<file path="src/sv/tmsa_pkg.sv">
`default_nettype none
// ----------------------------------------------------------------------------
// tmsa_pkg
// types, constants and helpers shared by the transient map slot allocator
// ----------------------------------------------------------------------------
package tmsa_pkg;

   // sizing
   localparam int SLOTS_PER_CPU  = 64;
   localparam int PHYS_ADDR_BITS = 36;
   localparam int PAGE_BYTES     = 4096;

   localparam int SLOT_BITS  = $clog2(SLOTS_PER_CPU);
   localparam int PAGE_SHIFT = $clog2(PAGE_BYTES);
   localparam int PA_W       = 36;
   localparam int VA_W       = 32;
   localparam int ENTRY_W    = 9;
   localparam int CPU_W      = 3;
   localparam int CMD_W      = 2;
   localparam int STATUS_W   = 2;
   localparam int CSR_IDX_W  = 2;
   localparam int CSR_DATA_W = 32;
   localparam int VPAGE_W    = VA_W - PAGE_SHIFT;

   // physical address bits that must be zero
   localparam logic [PA_W-1:0] PA_RANGE_MASK =
      (PHYS_ADDR_BITS >= PA_W) ? '0 : ~((PA_W'(1) << PHYS_ADDR_BITS) - PA_W'(1));
   localparam logic [PA_W-1:0] PA_HIGH32_MASK = ~((PA_W'(1) << VA_W) - PA_W'(1));
   localparam logic [PA_W-1:0] PTE_FLAGS      = PA_W'(8'h63);

   typedef enum logic [CMD_W-1:0] {
      CMD_MAP        = 2'd0,
      CMD_UNMAP      = 2'd1,
      CMD_FLUSH_DONE = 2'd2,
      CMD_NONE       = 2'd3
   } cmd_type;

   typedef enum logic [STATUS_W-1:0] {
      ST_OK         = 2'd0,
      ST_NO_SLOT    = 2'd1,
      ST_BAD_PHYS   = 2'd2,
      ST_BAD_UNMAP  = 2'd3
   } status_type;

   typedef enum logic [CSR_IDX_W-1:0] {
      CSR_PAE_MODE    = 2'd0,
      CSR_CPU_INDEX   = 2'd1,
      CSR_WINDOW_BASE = 2'd2,
      CSR_UNUSED      = 2'd3
   } csr_index_type;

   typedef struct packed {
      logic [CMD_W-1:0] cmd;
      logic [PA_W-1:0]  phys_addr;
      logic [VA_W-1:0]  virt_addr_in;
   } req_type;

   typedef struct packed {
      logic [VA_W-1:0]     virt_addr_out;
      logic                entry_write;
      logic [ENTRY_W-1:0]  entry_index;
      logic [PA_W-1:0]     entry_value;
      logic                flush_req;
      logic [VA_W-1:0]     flush_addr;
      logic [STATUS_W-1:0] status;
   } rsp_type;

   // controller to datapath
   typedef struct packed {
      logic capture;
      logic execute;
   } dp_cmd_type;

   // lowest set bit: {found, index}
   function automatic logic [SLOT_BITS:0] lowest_set(input logic [SLOTS_PER_CPU-1:0] v);
      logic [SLOT_BITS:0] res;
      res = '0;
      for (int i = SLOTS_PER_CPU - 1; i >= 0; i--) begin
         if (v[i]) begin
            res = {1'b1, SLOT_BITS'(i)};
         end
      end
      return res;
   endfunction

endpackage
`default_nettype wire

</file>
<file path="src/sv/transient_map_slot_allocator.sv">
`default_nettype none
// ----------------------------------------------------------------------------
// transient_map_slot_allocator
// per-cpu allocator of temporary page mapping slots with deferred tlb flush
// ----------------------------------------------------------------------------
// flow: the accepting edge latches the item, the execute state registers the
//   result, which is then held until it is taken
// items: none is accepted while one executes; the execute state updates the
//   bitmaps, and the next item may be accepted as the result is handed off
// reset: synchronous, active high; all slots free, none released,
//   configuration cleared to zero; no clearing pass
// ----------------------------------------------------------------------------
module transient_map_slot_allocator (
   input  wire logic                              clock,
   input  wire logic                              reset,
   // item input
   input  wire logic                              req_valid,
   output logic                                   req_stall,
   input  wire tmsa_pkg::req_type                 req_item,
   // result output
   output logic                                   rsp_valid,
   input  wire logic                              rsp_stall,
   output tmsa_pkg::rsp_type                      rsp_item,
   // configuration writes
   input  wire logic                              csr_wen,
   input  wire logic [tmsa_pkg::CSR_IDX_W-1:0]    csr_index,
   input  wire logic [tmsa_pkg::CSR_DATA_W-1:0]   csr_wdata
);

   // sequencing commands from the controller
   tmsa_pkg::dp_cmd_type dp_cmd;

   // controller: idle -> execute -> hold result
   tmsa_ctrl u_ctrl (
      .clock     (clock),
      .reset     (reset),
      .req_valid (req_valid),
      .req_stall (req_stall),
      .rsp_valid (rsp_valid),
      .rsp_stall (rsp_stall),
      .dp_cmd    (dp_cmd)
   );

   // datapath: free and released bitmaps, lowest slot search,
   // window address math and the result register
   tmsa_datapath u_dp (
      .clock     (clock),
      .reset     (reset),
      .dp_cmd    (dp_cmd),
      .req_item  (req_item),
      .rsp_item  (rsp_item),
      .csr_wen   (csr_wen),
      .csr_index (csr_index),
      .csr_wdata (csr_wdata)
   );

endmodule
`default_nettype wire

</file>
<file path="src/sv/tmsa_ctrl.sv">
`default_nettype none
// ----------------------------------------------------------------------------
// tmsa_ctrl
// sequencer: capture an item, execute it, hold the result until taken
// ----------------------------------------------------------------------------
module tmsa_ctrl (
   input  wire logic                  clock,
   input  wire logic                  reset,
   input  wire logic                  req_valid,
   output logic                       req_stall,
   output logic                       rsp_valid,
   input  wire logic                  rsp_stall,
   output tmsa_pkg::dp_cmd_type       dp_cmd
);

   typedef enum logic [2:0] {
      S_IDLE = 3'b001,
      S_EXEC = 3'b010,
      S_RESP = 3'b100
   } state_type;

   state_type state_ff, state_in;
   logic      accept;

   always_comb begin
      req_stall = 1'b1;
      rsp_valid = 1'b0;
      case (state_ff)
         S_IDLE: begin
            req_stall = 1'b0;
         end
         S_EXEC: begin
            req_stall = 1'b1;
         end
         S_RESP: begin
            rsp_valid = 1'b1;
            // next item may enter as the result leaves
            req_stall = rsp_stall;
         end
         default: begin
            req_stall = 1'b1;
         end
      endcase
   end

   assign accept = req_valid && !req_stall;

   always_comb begin
      state_in = state_ff;
      case (state_ff)
         S_IDLE: begin
            if (accept) state_in = S_EXEC;
         end
         S_EXEC: begin
            state_in = S_RESP;
         end
         S_RESP: begin
            if (accept) state_in = S_EXEC;
            else if (!rsp_stall) state_in = S_IDLE;
         end
         default: begin
            state_in = S_IDLE;
         end
      endcase
   end

   always_comb begin
      dp_cmd.capture = accept;
      dp_cmd.execute = (state_ff == S_EXEC);
   end

   always_ff @(posedge clock) begin
      if (reset) begin
         state_ff <= S_IDLE;
      end else begin
         state_ff <= state_in;
      end
   end

endmodule
`default_nettype wire

</file>
<file path="src/sv/tmsa_datapath.sv">
`default_nettype none
// ----------------------------------------------------------------------------
// tmsa_datapath
// slot bitmaps, configuration, item latch and result register
// ----------------------------------------------------------------------------
module tmsa_datapath (
   input  wire logic                                clock,
   input  wire logic                                reset,
   input  wire tmsa_pkg::dp_cmd_type                dp_cmd,
   input  wire tmsa_pkg::req_type                   req_item,
   output tmsa_pkg::rsp_type                        rsp_item,
   input  wire logic                                csr_wen,
   input  wire logic [tmsa_pkg::CSR_IDX_W-1:0]      csr_index,
   input  wire logic [tmsa_pkg::CSR_DATA_W-1:0]     csr_wdata
);

   localparam int SB = tmsa_pkg::SLOT_BITS;
   localparam int NS = tmsa_pkg::SLOTS_PER_CPU;
   localparam int EW = tmsa_pkg::ENTRY_W;
   localparam int VW = tmsa_pkg::VA_W;
   localparam int PW = tmsa_pkg::VPAGE_W;

   logic                         pae_mode_ff;
   logic [tmsa_pkg::CPU_W-1:0]   cpu_index_ff;
   logic [VW-1:0]                window_base_ff;
   logic [NS-1:0]                free_ff, free_in;
   logic [NS-1:0]                released_ff, released_in;
   tmsa_pkg::req_type            req_ff;
   tmsa_pkg::rsp_type            rsp_ff, rsp_in;

   logic [SB:0]                  free_pick, rel_pick;
   logic [SB-1:0]                map_slot;
   logic                         bad_phys;
   logic [EW-1:0]                group_base;
   logic [EW-1:0]                map_entry;
   logic [VW-1:0]                map_va;
   logic [VW-1:0]                unmap_off;
   logic [PW-1:0]                unmap_page;
   logic [PW-1:0]                unmap_rel;
   logic                         unmap_in_group;
   logic [SB-1:0]                unmap_slot;
   logic                         unmap_busy;

   // config writes
   always_ff @(posedge clock) begin
      if (reset) begin
         pae_mode_ff    <= 1'b0;
         cpu_index_ff   <= '0;
         window_base_ff <= '0;
      end else if (csr_wen) begin
         case (csr_index)
            tmsa_pkg::CSR_PAE_MODE:    pae_mode_ff    <= csr_wdata[0];
            tmsa_pkg::CSR_CPU_INDEX:   cpu_index_ff   <= csr_wdata[tmsa_pkg::CPU_W-1:0];
            tmsa_pkg::CSR_WINDOW_BASE: window_base_ff <= csr_wdata[VW-1:0];
            default: begin
            end
         endcase
      end
   end

   // shared address arithmetic
   assign group_base = EW'(cpu_index_ff) * EW'(NS);

   // map path
   assign bad_phys = (req_ff.phys_addr[tmsa_pkg::PAGE_SHIFT-1:0] != '0)
                  || ((req_ff.phys_addr & tmsa_pkg::PA_RANGE_MASK) != '0)
                  || (!pae_mode_ff && ((req_ff.phys_addr & tmsa_pkg::PA_HIGH32_MASK) != '0));
   assign free_pick = tmsa_pkg::lowest_set(free_ff);
   assign rel_pick  = tmsa_pkg::lowest_set(released_ff);
   assign map_slot  = free_pick[SB] ? free_pick[SB-1:0] : rel_pick[SB-1:0];
   assign map_entry = group_base + EW'(map_slot);
   assign map_va    = window_base_ff + (VW'(map_entry) << tmsa_pkg::PAGE_SHIFT);

   // unmap path
   assign unmap_off      = req_ff.virt_addr_in - window_base_ff;
   assign unmap_page     = unmap_off[VW-1:tmsa_pkg::PAGE_SHIFT];
   assign unmap_rel      = unmap_page - PW'(group_base);
   assign unmap_in_group = (unmap_page >= PW'(group_base)) && (unmap_rel < PW'(NS));
   assign unmap_slot     = unmap_rel[SB-1:0];
   assign unmap_busy     = free_ff[unmap_slot] || released_ff[unmap_slot];

   always_comb begin
      free_in     = free_ff;
      released_in = released_ff;
      rsp_in      = '0;
      case (tmsa_pkg::cmd_type'(req_ff.cmd))
         tmsa_pkg::CMD_MAP: begin
            if (bad_phys) begin
               rsp_in.status = tmsa_pkg::ST_BAD_PHYS;
            end else if (!free_pick[SB] && !rel_pick[SB]) begin
               rsp_in.status = tmsa_pkg::ST_NO_SLOT;
            end else begin
               free_in[map_slot] = 1'b0;
               if (!free_pick[SB]) begin
                  // reclaim a released slot, its old mapping may be cached
                  released_in[map_slot] = 1'b0;
                  rsp_in.flush_req      = 1'b1;
                  rsp_in.flush_addr     = map_va;
               end
               rsp_in.virt_addr_out = map_va;
               rsp_in.entry_write   = 1'b1;
               rsp_in.entry_index   = map_entry;
               rsp_in.entry_value   = req_ff.phys_addr | tmsa_pkg::PTE_FLAGS;
               rsp_in.status        = tmsa_pkg::ST_OK;
            end
         end
         tmsa_pkg::CMD_UNMAP: begin
            if (!unmap_in_group || unmap_busy) begin
               rsp_in.status = tmsa_pkg::ST_BAD_UNMAP;
            end else begin
               released_in[unmap_slot] = 1'b1;
               rsp_in.entry_write      = 1'b1;
               rsp_in.entry_index      = unmap_page[EW-1:0];
               rsp_in.status           = tmsa_pkg::ST_OK;
            end
         end
         tmsa_pkg::CMD_FLUSH_DONE: begin
            free_in     = free_ff | released_ff;
            released_in = '0;
         end
         default: begin
         end
      endcase
   end

   always_ff @(posedge clock) begin
      if (reset) begin
         free_ff     <= '1;
         released_ff <= '0;
      end else if (dp_cmd.execute) begin
         free_ff     <= free_in;
         released_ff <= released_in;
      end
   end

   always_ff @(posedge clock) begin
      if (dp_cmd.capture) req_ff <= req_item;
      if (dp_cmd.execute) rsp_ff <= rsp_in;
   end

   assign rsp_item = rsp_ff;

endmodule
`default_nettype wire

</file>
<file path="config.mk">
export PLATFORM = sky130hd
export DESIGN_NAME = transient_map_slot_allocator
export DESIGN_NICKNAME = d
export VERILOG_FILES = /design/src/sv/tmsa_pkg.sv /design/src/sv/transient_map_slot_allocator.sv /design/src/sv/tmsa_ctrl.sv /design/src/sv/tmsa_datapath.sv
export SDC_FILE = /design/constraint.sdc
export NUM_CORES = 1
export LEC_CHECK = 0
export BUFFER_PORTS_ARGS = -buffer_cell sky130_fd_sc_hd__buf_2
export CAP_MARGIN = 20
export CELL_PAD_IN_SITES_DETAIL_PLACEMENT = 1
export CELL_PAD_IN_SITES_GLOBAL_PLACEMENT = 2
export CORE_ASPECT_RATIO = 1.1
export CORE_MARGIN = 2
export CORE_UTILIZATION = 37
export CTS_BUF_LIST = sky130_fd_sc_hd__clkbuf_4 sky130_fd_sc_hd__clkbuf_8 sky130_fd_sc_hd__clkbuf_16
export DETAILED_ROUTE_END_ITERATION = 8
export PLACE_DENSITY = 0.82
export SYNTH_ARGS = -nofsm -noshare
export SYNTH_HDL_FRONTEND = slang
export SYNTH_SLANG_ARGS = --single-unit
</file>
<file path="constraint.sdc">
create_clock -name clock -period 7.4 [get_ports clock]
set_clock_uncertainty 0.1 [all_clocks]
set_input_delay 1.11 -clock clock [delete_from_list [all_inputs] [get_ports clock]]
set_output_delay 1.11 -clock clock [all_outputs]
set_load 0.01 [all_outputs]
</file>
==> results of run 1 <==
## state kept, by name, summed over array words and instances, names as in the netlist
signal and flops:
u_ctrl.state_ff 3, u_dp.free_ff 64, u_dp.req_ff 70, u_dp.window_base_ff 32, u_dp.cpu_index_ff 3, u_dp.rsp_item 110
u_dp.pae_mode_ff 1, u_dp.released_ff 64
## cell usage in the layout (no fill, tap or decap), types with 8 or more instances in the layout
cell / n
a211oi_1: 19
a21o_1: 60
a21oi_1: 176
a22oi_1: 31
a311oi_1: 20
a31oi_1: 52
a32o_1: 13
and2_1: 47
and3_1: 27
and4_1: 9
buf_2: 222
buf_4: 36
clkbuf_16: 40
clkbuf_4: 9
conb_1: 8
dfxtp_1: 167
edfxtp_1: 180
ha_1: 46
inv_1: 75
mux2i_1: 9
nand2_1: 151
nand2b_1: 23
nand3_1: 25
nand4_1: 31
nor2_1: 229
nor2b_1: 20
nor3_1: 96
nor4_1: 43
o211ai_1: 12
o21a_1: 10
o21ai_0: 43
o21bai_1: 87
o311ai_0: 9
o31ai_1: 13
or2_2: 13
or3_1: 10
or4_1: 16
xnor2_1: 23
xor2_1: 11
## worst max-delay path, delay by kind of cell, from the launching register on
family,cells,cell delay [ns]
DFF,1,0.36
and+or+nand+nor,7,2.53
xor gates and xnor gates,1,0.16
AOI/OAI and AO/OA,10,1.92
buffers and inverters,1,0.18
adders and majority gates,2,0.64
## cells by family (layout without fill, tap and decap cells)
| group | Yosys count | in the layout | share of synthesized area [%] |
|---|---|---|---|
| flops | 347 | 347 | 46.8 |
| mux | 10 | 10 | 0.542 |
| fa+ha+maj | 47 | 47 | 3.18 |
| buf+inv | 196 | 408 | 4.33 |
| other cells | 1 | 8 | 0.0200 |
| compound gates | 625 | 625 | 23.0 |
| xor+xnor | 35 | 35 | 1.64 |
| simple gates | 771 | 771 | 20.5 |
## per-layer routing
metal | track usage, % | vias up | part of all wire [%]
met4 | 12.6 | 2 | 4.6
met3 | 4.85 | 193 | 6.7
met5 | 0 | - | 0.018
met1 | 34.1 | 8634 | 41
met2 | 46.6 | 656 | 48
li1 | - | 7962 | -
## worst min path at each step
stage / depth (start not counted) / slack (ns) / to
6_report: 2 / 0.36 / u_dp.window_base_ff[6]
5_1_grt: 2 / 0.38 / u_dp.window_base_ff[6]
4_1_cts: 2 / 0.36 / u_dp.window_base_ff[6]
3_5_place_dp: 2 / 0.35 / u_dp.window_base_ff[23]
3_3_place_gp: 2 / 0.34 / u_dp.window_base_ff[3]
2_1_floorplan: 2 / 0.34 / u_dp.window_base_ff[10]
## through the flow
| step | area (um2) | power [mW] | hold slack (ns) | setup slack [ns] |
|---|---|---|---|---|
| 2_1_floorplan | 18700 | 2.46 | 0.336 | 2.14 |
| 3_3_place_gp | 20500 | 2.65 | 0.343 | 1.42 |
| 3_5_place_dp | 20500 | 2.67 | 0.348 | 1.26 |
| 4_1_cts | 21800 | 4.64 | 0.357 | 1.28 |
| 5_1_grt | 21800 | 4.76 | 0.381 | 0.922 |
| 6_report | 21800 | 4.61 | 0.357 | 1.24 |
## cell type report
| class | instances | area, um2 |
|---|---|---|
| clock buffer | 54 | 1140 |
| sequential | 347 | 8750 |
| fill | 5843 | 28200 |
| tap | 660 | 826 |
| timing repair buffer | 259 | 1400 |
| multi-input combinational | 1496 | 9240 |
| clock inverter | 18 | 145 |
| inverter | 77 | 292 |
## power breakdown
part | switching [mW] | internal, mW
Sequential | 0.0214 | 2.07
Combinational | 0.362 | 0.180
Clock | 0.854 | 1.12
==> metrics.yaml, run 1 <==
vias: 17400
worstHoldStart: "u_dp.window_base_ff[6]"
dpl.hpwl_um: 53900
startpoint_type: "flop"
critPathCapture: "u_dp.rsp_item[28]"
worstMarginPinSlew_ns: 1.16
antenna_cells: 0
synth_common_cells: "nor2_1, edfxtp_1, a21oi_1, dfxtp_1, nand2_1"
grt_pass1_vias: 17800
period_needed_ns: 6.16
drt_iter0_markers: 1172
crit_path_start: "u_dp.free_ff[33]"
synth_cell_type_count: 84
vdd_drop_max_uv: 159
reg2reg_slack_ns: 1.24
status: "finished clean"
htree_levels: 2
antenna_found_initial: 1
fin_util_pct: 43.6
p_per_area_mw_per_mm2: 212
syn_area_per_cell_um2: 9.21
fmaxAchievable_mhz: 162
area_delta_synth_final_pct: 16.5
rsz0062_at_grt: "false"
die_area_mm2: 0.0524
cts_root_buffer: "clkbuf_16"
overflow: 0
fin_setup_tns_ns: 0
synth.area.top_cells: "edfxtp_1, dfxtp_1, a21oi_1, nor2_1, o21bai_1"
clock_latency_ns: 0.59
grt_pass1_wl_um: 110000
holdBufCountCts: 0
relSlewSlack_pct: 22.5
routed_wl_um: 73700
stdcell_count: 2911
period_share_pct: 83.2
nets: 2377
cts_resized: 0
drive_gt1_share_pct: 16.3
async_flop_share_pct: 0
netlist.area_leader.share_pct: 28.9
dp_cells: 2839
drtPass1Iterations: 6
r2r-end: "u_dp.rsp_item[28]"
io_buffer_count: 223
viasPerCell: 5.99
drc_errors: 0
setup_viol: 0
worstPathCellList: "or4_1 -> or4_1 -> or4_1 -> a21oi_1 -> a2111oi_0 -> o21ai_1 -> o211ai_1 -> buf_4 -> ha_1 -> fa_1 -> a21o_1 -> a21oi_1 -> nor2b_1 -> o21ai_0 -> nand2b_1 -> a21oi_1 -> o21bai_1 -> a21oi_1 -> nand4b_1 -> xnor2_1 -> nor3_1"
cts_setup_buffers: 0
max-cap-violations: 0
worst_path_max_delay_cell: "or4_1"
cpPeakStageDelay_ns: 0.89
initial_core_util_pct: 37.4
ios: 224
r2r_start: "u_dp.free_ff[33]"
cts_tree: "done"
die_x_um: 218
gp_congestion: 0.920
cts_made_buffers: 40
cp_common_cell: "a21oi_1"
cts_buffer_depth: 3
synthesis.area_mm2: 0.0187
synth-main-ff-cell: "edfxtp_1"
yosys_warnings: 0
min_path_type: "flop to flop"
synth_top_area_cell: "edfxtp_1"
die_h_um: 240
end_kind: "flop"
yosysMostFrequentCell: "nor2_1"
grt_usage_pct: 27.5
synth_seq_cells: 347
synth_seq_area_share_pct: 46.8
grt_max_degree: 96
worstSetupPathType: "flop to flop"
path_clk_slew_ns: 0.06
ant_nets: 0
synth-edff-count: 180
reg2reg_depth: 21
worstPathMaxFanout: 11
hold_viol_final: 0
clkSinkCount: 347
avgRoutedWirePerCell_um: 25.3
rows: 86
drv_slew: 0
required_ns: 7.61
p_leak_nw: 8.10
syn_inst: 2032
cp.arrival_ns: 6.37
core_area_mm2: 0.0500
No activity file was read; power rests on OpenSTA's default activity.
==> run 2: changes to the inputs <==
--- a/config.mk
+++ b/config.mk
@@ -5,16 +5,17 @@
 export SDC_FILE = /design/constraint.sdc
 export NUM_CORES = 1
 export LEC_CHECK = 0
+export ABC_AREA = 1
 export BUFFER_PORTS_ARGS = -buffer_cell sky130_fd_sc_hd__buf_2
 export CAP_MARGIN = 20
 export CELL_PAD_IN_SITES_DETAIL_PLACEMENT = 1
 export CELL_PAD_IN_SITES_GLOBAL_PLACEMENT = 2
 export CORE_ASPECT_RATIO = 1.1
 export CORE_MARGIN = 2
-export CORE_UTILIZATION = 37
+export CORE_UTILIZATION = 32
 export CTS_BUF_LIST = sky130_fd_sc_hd__clkbuf_4 sky130_fd_sc_hd__clkbuf_8 sky130_fd_sc_hd__clkbuf_16
 export DETAILED_ROUTE_END_ITERATION = 8
-export PLACE_DENSITY = 0.82
+export PLACE_DENSITY = 0.79
 export SYNTH_ARGS = -nofsm -noshare
 export SYNTH_HDL_FRONTEND = slang
 export SYNTH_SLANG_ARGS = --single-unit
==> constraint.sdc (replaced) <==
create_clock -name clock -period 5.3 [get_ports clock]
set_clock_uncertainty 0.1 [all_clocks]
set_input_delay 0.795 -clock clock [delete_from_list [all_inputs] [get_ports clock]]
set_output_delay 0.795 -clock clock [all_outputs]
set_load 0.01 [all_outputs]
==> metrics.yaml, run 2 <==
status: "finished with violations"  # was finished clean
violations: "setup timing"
synthMuxAreaShare_pct: 0  # was 0.542%
yosysMostFrequentCell: "nand2_1"  # was nor2_1
vdd_drop_max_uv: 203  # was 159 uV
cpPeakStageDelay_ns: 0.32  # was 0.89 ns
multi_input_area_mm2: 0.00988  # was 0.00924 mm2
io_buffer_count: 223  # unchanged
wl_met2_um: 42300  # was 35000 um
synth_cell_type_count: 66  # was 84
rows: 94  # was 86
gp_congestion: 0.969  # was 0.920
ant_nets: 0  # unchanged
vias: 20400  # was 17400
pre_cts_ws_ns: -1.29  # was 1.26 ns
largest_reg_flops: 110  # unchanged
max-cap-violations: 0  # unchanged
path_delay_family: "simple AND/OR/NAND/NOR gates"  # unchanged
fin_setup_tns_ns: -76.78  # was 0 ns
dpl.hpwl_um: 59900  # was 53900 um
drive_gt1_share_pct: 32.0  # was 16.3%
cts_root_buffer: "clkbuf_16"  # unchanged
fmaxAchievable_mhz: 147  # was 162 MHz
synth-simple-area-share_pct: 21.7  # was 20.5%
worstSetupPathType: "flop to flop"  # unchanged
grt_max_degree: 85  # was 96
overflow: 0  # unchanged
worst_path_max_delay_cell: "dfxtp_2"  # was or4_1
synth-main-ff-cell: "edfxtp_1"  # unchanged
startpoint_type: "flop"  # unchanged
synth_compound_area_share_pct: 19.9  # was 23.0%
ios: 224  # unchanged
netlist.area_leader.share_pct: 27.9  # was 28.9%
area_delta_synth_final_pct: 37.5  # was 16.5%
end_kind: "flop"  # unchanged
p_leak_nw: 11.0  # was 8.10 nW
synth_seq_area_share_pct: 45.1  # was 46.8%
m1WireLength_um: 36200  # was 30300 um
syn_inst: 2447  # was 2032
fin_ws_ns: -1.51  # was 1.24 ns
routed_wl_um: 88500  # was 73700 um
cts_made_buffers: 42  # was 40
regArea_mm2: 0.00875  # about the same
grt_pass1_wl_um: 128000  # was 110000 um
holdBufCountCts: 0  # unchanged
drv_slew: 0  # unchanged
cts_tree: "done"  # unchanged
nets: 3123  # was 2377
layout_common_cells: "nand2_1, buf_4, inv_1"  # was nor2_1, buf_2, edfxtp_1
antenna_found_initial: 3  # was 1
async_flop_share_pct: 0  # unchanged
synth_seq_cells: 347  # unchanged
htree_levels: 2  # unchanged
die_h_um: 262  # was 240 um
clock_latency_ns: 0.61  # was 0.59 ns
required_ns: 5.53  # was 7.61 ns
relSlewSlack_pct: 17.3  # was 22.5%
die_area_mm2: 0.0626  # was 0.0524 mm2
cp_common_cell: "nand2_1"  # was a21oi_1
cts_buffer_depth: 3  # unchanged
worstMarginPinSlew_ns: 1.24  # was 1.16 ns
die_x_um: 239  # was 218 um
min_path_type: "input pin to flop"  # was flop to flop
viasPerCell: 5.41  # was 5.99
initial_core_util_pct: 32.4  # was 37.4%
core_area_mm2: 0.0599  # was 0.0500 mm2
drc_errors: 0  # unchanged
cp.arrival_ns: 7.04  # was 6.37 ns
clkSinkCount: 347  # unchanged
synth_adder_area_share_pct: 3.07  # was 3.18%
rsz0062_at_grt: "true"  # was false
period_needed_ns: 6.81  # was 6.16 ns
synth_top_family_by_area: "simple AND/OR/NAND/NOR gates"  # was compound AO/OA/AOI/OAI gates
syn_area_per_cell_um2: 7.92  # was 9.21 um2
synth_xor_area_share_pct: 1.00  # was 1.64%
setup_viol: 107  # was 0
synth-edff-count: 180  # unchanged
p_per_area_mw_per_mm2: 306  # was 212 mW/mm2
worstPathMaxFanout: 3  # was 11
synthesis.area_mm2: 0.0194  # was 0.0187 mm2
wl_met3_um: 5710  # was 4940 um
avgRoutedWirePerCell_um: 23.5  # was 25.3 um
synth.area.top_cells: "edfxtp_1, dfxtp_1, nand2_1, inv_1, o21ai_0"  # was edfxtp_1, dfxtp_1, a21oi_1, nor2_1, o21bai_1
path_clk_slew_ns: 0.07  # was 0.06 ns
top_layer: "met5"  # unchanged
period_share_pct: 128  # was 83.2%
worst-path-buf-inv: 3  # was 1
grt_usage_pct: 26.7  # was 27.5%
synth_common_cells: "nand2_1, inv_1, nor2_1, o21ai_0, edfxtp_1"  # was nor2_1, edfxtp_1, a21oi_1, dfxtp_1, nand2_1
yosys_warnings: 0  # unchanged
final_common_cell: "nand2_1"  # was nor2_1
hold_viol_final: 0  # unchanged
drt_iter0_markers: 1046  # was 1172
drtPass1Iterations: 5  # was 6
fill_cells: 7135  # was 5843
grt_pass1_vias: 21100  # was 17800
synth_top_area_cell: "edfxtp_1"  # unchanged
## run 2: cell count changes after synthesis, moves of 36 or more
| cell | delta |
|---|---|
| nand2_1 | +357 |
| a31oi_1 | -46 |
| a21oi_1 | -75 |
| and2_1 | -46 |
| a21oi_2 | +63 |
| o21bai_1 | -52 |
| inv_1 | +232 |
| o21ai_0 | +186 |
| o21ai_2 | +38 |
| nor3_1 | -50 |
| nand3_1 | +36 |
| a21o_1 | -55 |
## run 2: worst reg2reg max path: cells and delay by family (launching register included)
kind / cells / cell delay, ns
and+or+nand+nor: 75 / 4.99
AOI/OAI and AO/OA: 6 / 0.60
adders and majority gates: 2 / 0.36
DFF: 1 / 0.32
buffers and inverters: 3 / 0.20
## run 2: final cells by class
class / count / area share (%)
antenna: 2 / 0.0188
sequential: 347 / 32.8
clock inverter: 14 / 0.821
tap: 768 / 3.60
inverter: 322 / 4.58
timing repair buffer: 578 / 16.4
multi-input combinational: 1676 / 37.1
clock buffer: 61 / 4.66
## run 2: metrics by stage
| step | utilization [%] | instances | hold WS (ns) | total power [mW] | area, um2 |
|---|---|---|---|---|---|
| finish | 44.5 | 3768 | 0.269 | 8.16 | 26700 |
| global route | 44.5 | 3766 | 0.257 | 8.44 | 26700 |
| CTS | 42.6 | 3730 | 0.252 | 8.05 | 25500 |
| detailed placement | 39.0 | 3627 | 0.382 | 4.82 | 23400 |
| global placement | 39.0 | 3627 | 0.356 | 4.79 | 23400 |
| floorplan | - | 2454 | 0.344 | 3.93 | 19500 |
## run 2: logic make-up (layout without fill, tap and decap cells)
kind of cell | Yosys count | after routing
DFF | 347 | 347
adders and majority gates | 47 | 47
AOI/OAI and AO/OA | 612 | 612
and+or+nand+nor | 989 | 989
other | 1 | 10
buffers and inverters | 431 | 975
xor gates and xnor gates | 20 | 20
## run 2: path summary, 6_finish.rpt
kind | startpoint | endpoint | slack (ns) | depth (start not counted)
setup / recovery | u_dp.free_ff[62] | u_dp.rsp_item[32] | -1.51 | 86
hold / removal | req_item[22] | u_dp.req_ff[22] | 0.27 | 1
setup reg to reg | u_dp.free_ff[62] | u_dp.rsp_item[32] | -1.51 | 86
hold reg to reg | u_dp.free_ff[55] | u_dp.free_ff[55] | 0.37 | 2
## run 2: what timing repair did
action	CTS	global route
gates cloned	7	9
pin swaps	15	97
setup buffers	21	36
gates resized for setup	61	195
endpoints found under the setup margin	106	179
## run 2: layer usage
metal,track usage [%],up-vias
met5,0,-
met4,10.9,6
met3,4.85,242
met2,46.6,673
met1,32.6,10100
li1,-,9324
## run 2: power by group
group | switching (mW) | total, mW | internal [mW]
Sequential | 0.0452 | 2.99 | 2.94
Clock | 1.28 | 3.12 | 1.84
Combinational | 1.27 | 2.05 | 0.779
==> run 3: changes to the inputs <==
--- a/config.mk
+++ b/config.mk
@@ -5,17 +5,16 @@
 export SDC_FILE = /design/constraint.sdc
 export NUM_CORES = 1
 export LEC_CHECK = 0
-export ABC_AREA = 1
 export BUFFER_PORTS_ARGS = -buffer_cell sky130_fd_sc_hd__buf_2
 export CAP_MARGIN = 20
 export CELL_PAD_IN_SITES_DETAIL_PLACEMENT = 1
 export CELL_PAD_IN_SITES_GLOBAL_PLACEMENT = 2
 export CORE_ASPECT_RATIO = 1.1
 export CORE_MARGIN = 2
-export CORE_UTILIZATION = 32
+export CORE_UTILIZATION = 33
 export CTS_BUF_LIST = sky130_fd_sc_hd__clkbuf_4 sky130_fd_sc_hd__clkbuf_8 sky130_fd_sc_hd__clkbuf_16
 export DETAILED_ROUTE_END_ITERATION = 8
-export PLACE_DENSITY = 0.79
+export PLACE_DENSITY = 0.81
 export SYNTH_ARGS = -nofsm -noshare
 export SYNTH_HDL_FRONTEND = slang
 export SYNTH_SLANG_ARGS = --single-unit
==> metrics.yaml, run 3 (synthesis results as in run 1) <==
status: "finished clean"  # was finished with violations
stdcell_count: 3116  # was 3768
largest_reg_flops: 110  # unchanged
layout_common_cells: "nor2_1, buf_2, edfxtp_1"  # was nand2_1, buf_4, inv_1
grt_pass1_vias: 18300  # was 21100
worstPathMaxFanout: 8  # was 3
whs_ns: 0.301  # was 0.269 ns
startpoint_type: "flop"  # unchanged
reg2reg_depth: 23  # was 86
required_ns: 5.62  # was 5.53 ns
hold_end: "u_dp.req_ff[47]"  # was u_dp.req_ff[22]
period_needed_ns: 5.13  # was 6.81 ns
worstHoldPathCells: 1  # unchanged
final_area_mm2: 0.0232  # was 0.0267 mm2
die_area_mm2: 0.0586  # was 0.0626 mm2
grt_pass1_wl_um: 114000  # was 128000 um
die_x_um: 231  # was 239 um
final_common_cell: "nor2_1"  # was nand2_1
r2r_start: "u_dp.req_ff[5]"  # was u_dp.free_ff[62]
htree_levels: 2  # unchanged
grt_max_degree: 77  # was 85
pre_cts_ws_ns: -0.0479  # was -1.29 ns
dpl.hpwl_um: 56300  # was 59900 um
setup_viol: 0  # was 107
max-cap-violations: 0  # unchanged
vias: 17900  # was 20400
worstMarginPinSlew_ns: 1.10  # was 1.24 ns
grt_usage_pct: 25.6  # was 26.7%
p_leak_nw: 8.79  # was 11.0 nW
overflow: 0  # unchanged
drc_errors: 0  # unchanged
cts_made_buffers: 41  # was 42
worstHoldStart: "req_item[47]"  # was req_item[22]
core_area_mm2: 0.0560  # was 0.0599 mm2
drt_iter0_markers: 1314  # was 1046
fmaxAchievable_mhz: 195  # was 147 MHz
antenna_found_initial: 7  # was 3
drive_gt1_share_pct: 22.5  # was 32.0%
reg2reg_slack_ns: 0.17  # was -1.51 ns
drtPass1Iterations: 5  # unchanged
min_path_type: "input pin to flop"  # unchanged
end_kind: "flop"  # unchanged
fin_setup_tns_ns: 0  # was -76.78 ns
cts_root_buffer: "clkbuf_16"  # unchanged
path_clk_slew_ns: 0.06  # was 0.07 ns
initial_core_util_pct: 33.4  # was 32.4%
fin_util_pct: 41.4  # was 44.5%
vdd_drop_max_uv: 189  # was 203 uV
cts_tree: "done"  # unchanged
relSlewSlack_pct: 27.0  # was 17.3%
p_per_area_mw_per_mm2: 287  # was 306 mW/mm2
r2r-end: "u_dp.released_ff[45]"  # was u_dp.rsp_item[32]
viasPerCell: 5.75  # was 5.41
dp_cells: 3021  # was 3627
worstSetupPathType: "flop to flop"  # unchanged
die_h_um: 254  # was 262 um
rows: 91  # was 94
io_buffer_count: 223  # unchanged
ios: 224  # unchanged
period_share_pct: 96.7  # was 128%
cts_buffer_depth: 3  # unchanged
clock_latency_ns: 0.58  # was 0.61 ns
drv_slew: 0  # unchanged
power_mw: 6.67  # was 8.16 mW
avgRoutedWirePerCell_um: 24.7  # was 23.5 um
fin_ws_ns: 0.175  # was -1.51 ns
ant_nets: 0  # unchanged
cp.arrival_ns: 5.45  # was 7.04 ns
area_delta_synth_final_pct: 24.1  # was 37.5%
clkSinkCount: 347  # unchanged
nets: 2490  # was 3123
placed_area_mm2: 0.0214  # was 0.0234 mm2
hold_viol_final: 0  # unchanged
routed_wl_um: 76900  # was 88500 um
gp_congestion: 0.961  # was 0.969
==> run 3: changes by cell type in the layout (fill, tap and decap cells not counted), moves of 63 or more <==
| cell | change |
|---|---|
| o21ai_0 | -159 |
| a21oi_1 | +80 |
| o21ai_2 | -69 |
| nor3_1 | +63 |
| inv_1 | -224 |
| a21oi_2 | -64 |
| nand2_1 | -342 |
| buf_4 | -165 |
==> run 3: worst max path at each step <==
| stage | start | to | slack, ns | depth (start not counted) |
|---|---|---|---|---|
| 2_1_floorplan | u_dp.free_ff[32] | u_dp.rsp_item[33] | 0.04 | 21 |
| 3_3_place_gp | u_dp.free_ff[32] | u_dp.rsp_item[28] | 0.01 | 21 |
| 3_5_place_dp | u_dp.free_ff[32] | u_dp.rsp_item[28] | -0.05 | 21 |
| 4_1_cts | u_dp.window_base_ff[5] | u_dp.released_ff[54] | 0.006 | 23 |
| 5_1_grt | u_dp.req_ff[5] | u_dp.released_ff[61] | -0.02 | 22 |
| 6_report | u_dp.req_ff[5] | u_dp.released_ff[45] | 0.17 | 23 |
==> run 3: routing by layer <==
metal,vias to the layer above,share of wire [%],track usage (%)
met1,8821,40,30.7
met3,204,7.6,6.26
met5,-,0.017,0
met2,671,47,42.5
li1,8205,-,-
met4,2,5.1,13.4
==> run 3: area by class of cell <==
type	count	area [um2]
diodes	7	17.5
repair buffers	371	2370
fillers	6496	32800
clock inverters	19	190
well taps	744	931
flip-flops and latches	347	8750
multi-input cells	1496	9490
inverters	77	292
clock buffers	55	1170
==> run 3: report_power, final <==
group | leakage [nW] | total (mW) | switching (mW) | internal, mW
combinational | 5.27 | 0.825 | 0.528 | 0.296
sequential | 2.84 | 2.92 | 0.0326 | 2.89
clock | 0.676 | 2.92 | 1.21 | 1.70
==> run 3: repair_timing <==
action	in CTS	in global routing
resized for setup	15	48
buffers inserted	3	8
hold buffers	0	0
pin swaps	10	29
gates cloned	1	2
setup endpoints to repair	46	100
==> run 3: critical path: stages (launching register included) <==
cell and delay (ns):
edfxtp_1 0.42, ha_4 0.26, a21o_1 0.16, or4_4 0.49, a41o_4 0.28, a32oi_4 0.22, nand2_2 0.12, a21oi_4 0.19
xnor2_2 0.15, ha_2 0.23, nand2b_4 0.13, xnor2_2 0.11, nand4_1 0.13, a21oi_1 0.14, o221ai_1 0.13, a41oi_1 0.18
or4b_4 0.49, nor4_4 0.23, buf_6 0.17, buf_12 0.12, buf_6 0.10, a32o_1 0.15, buf_4 0.16, a22oi_1 0.09
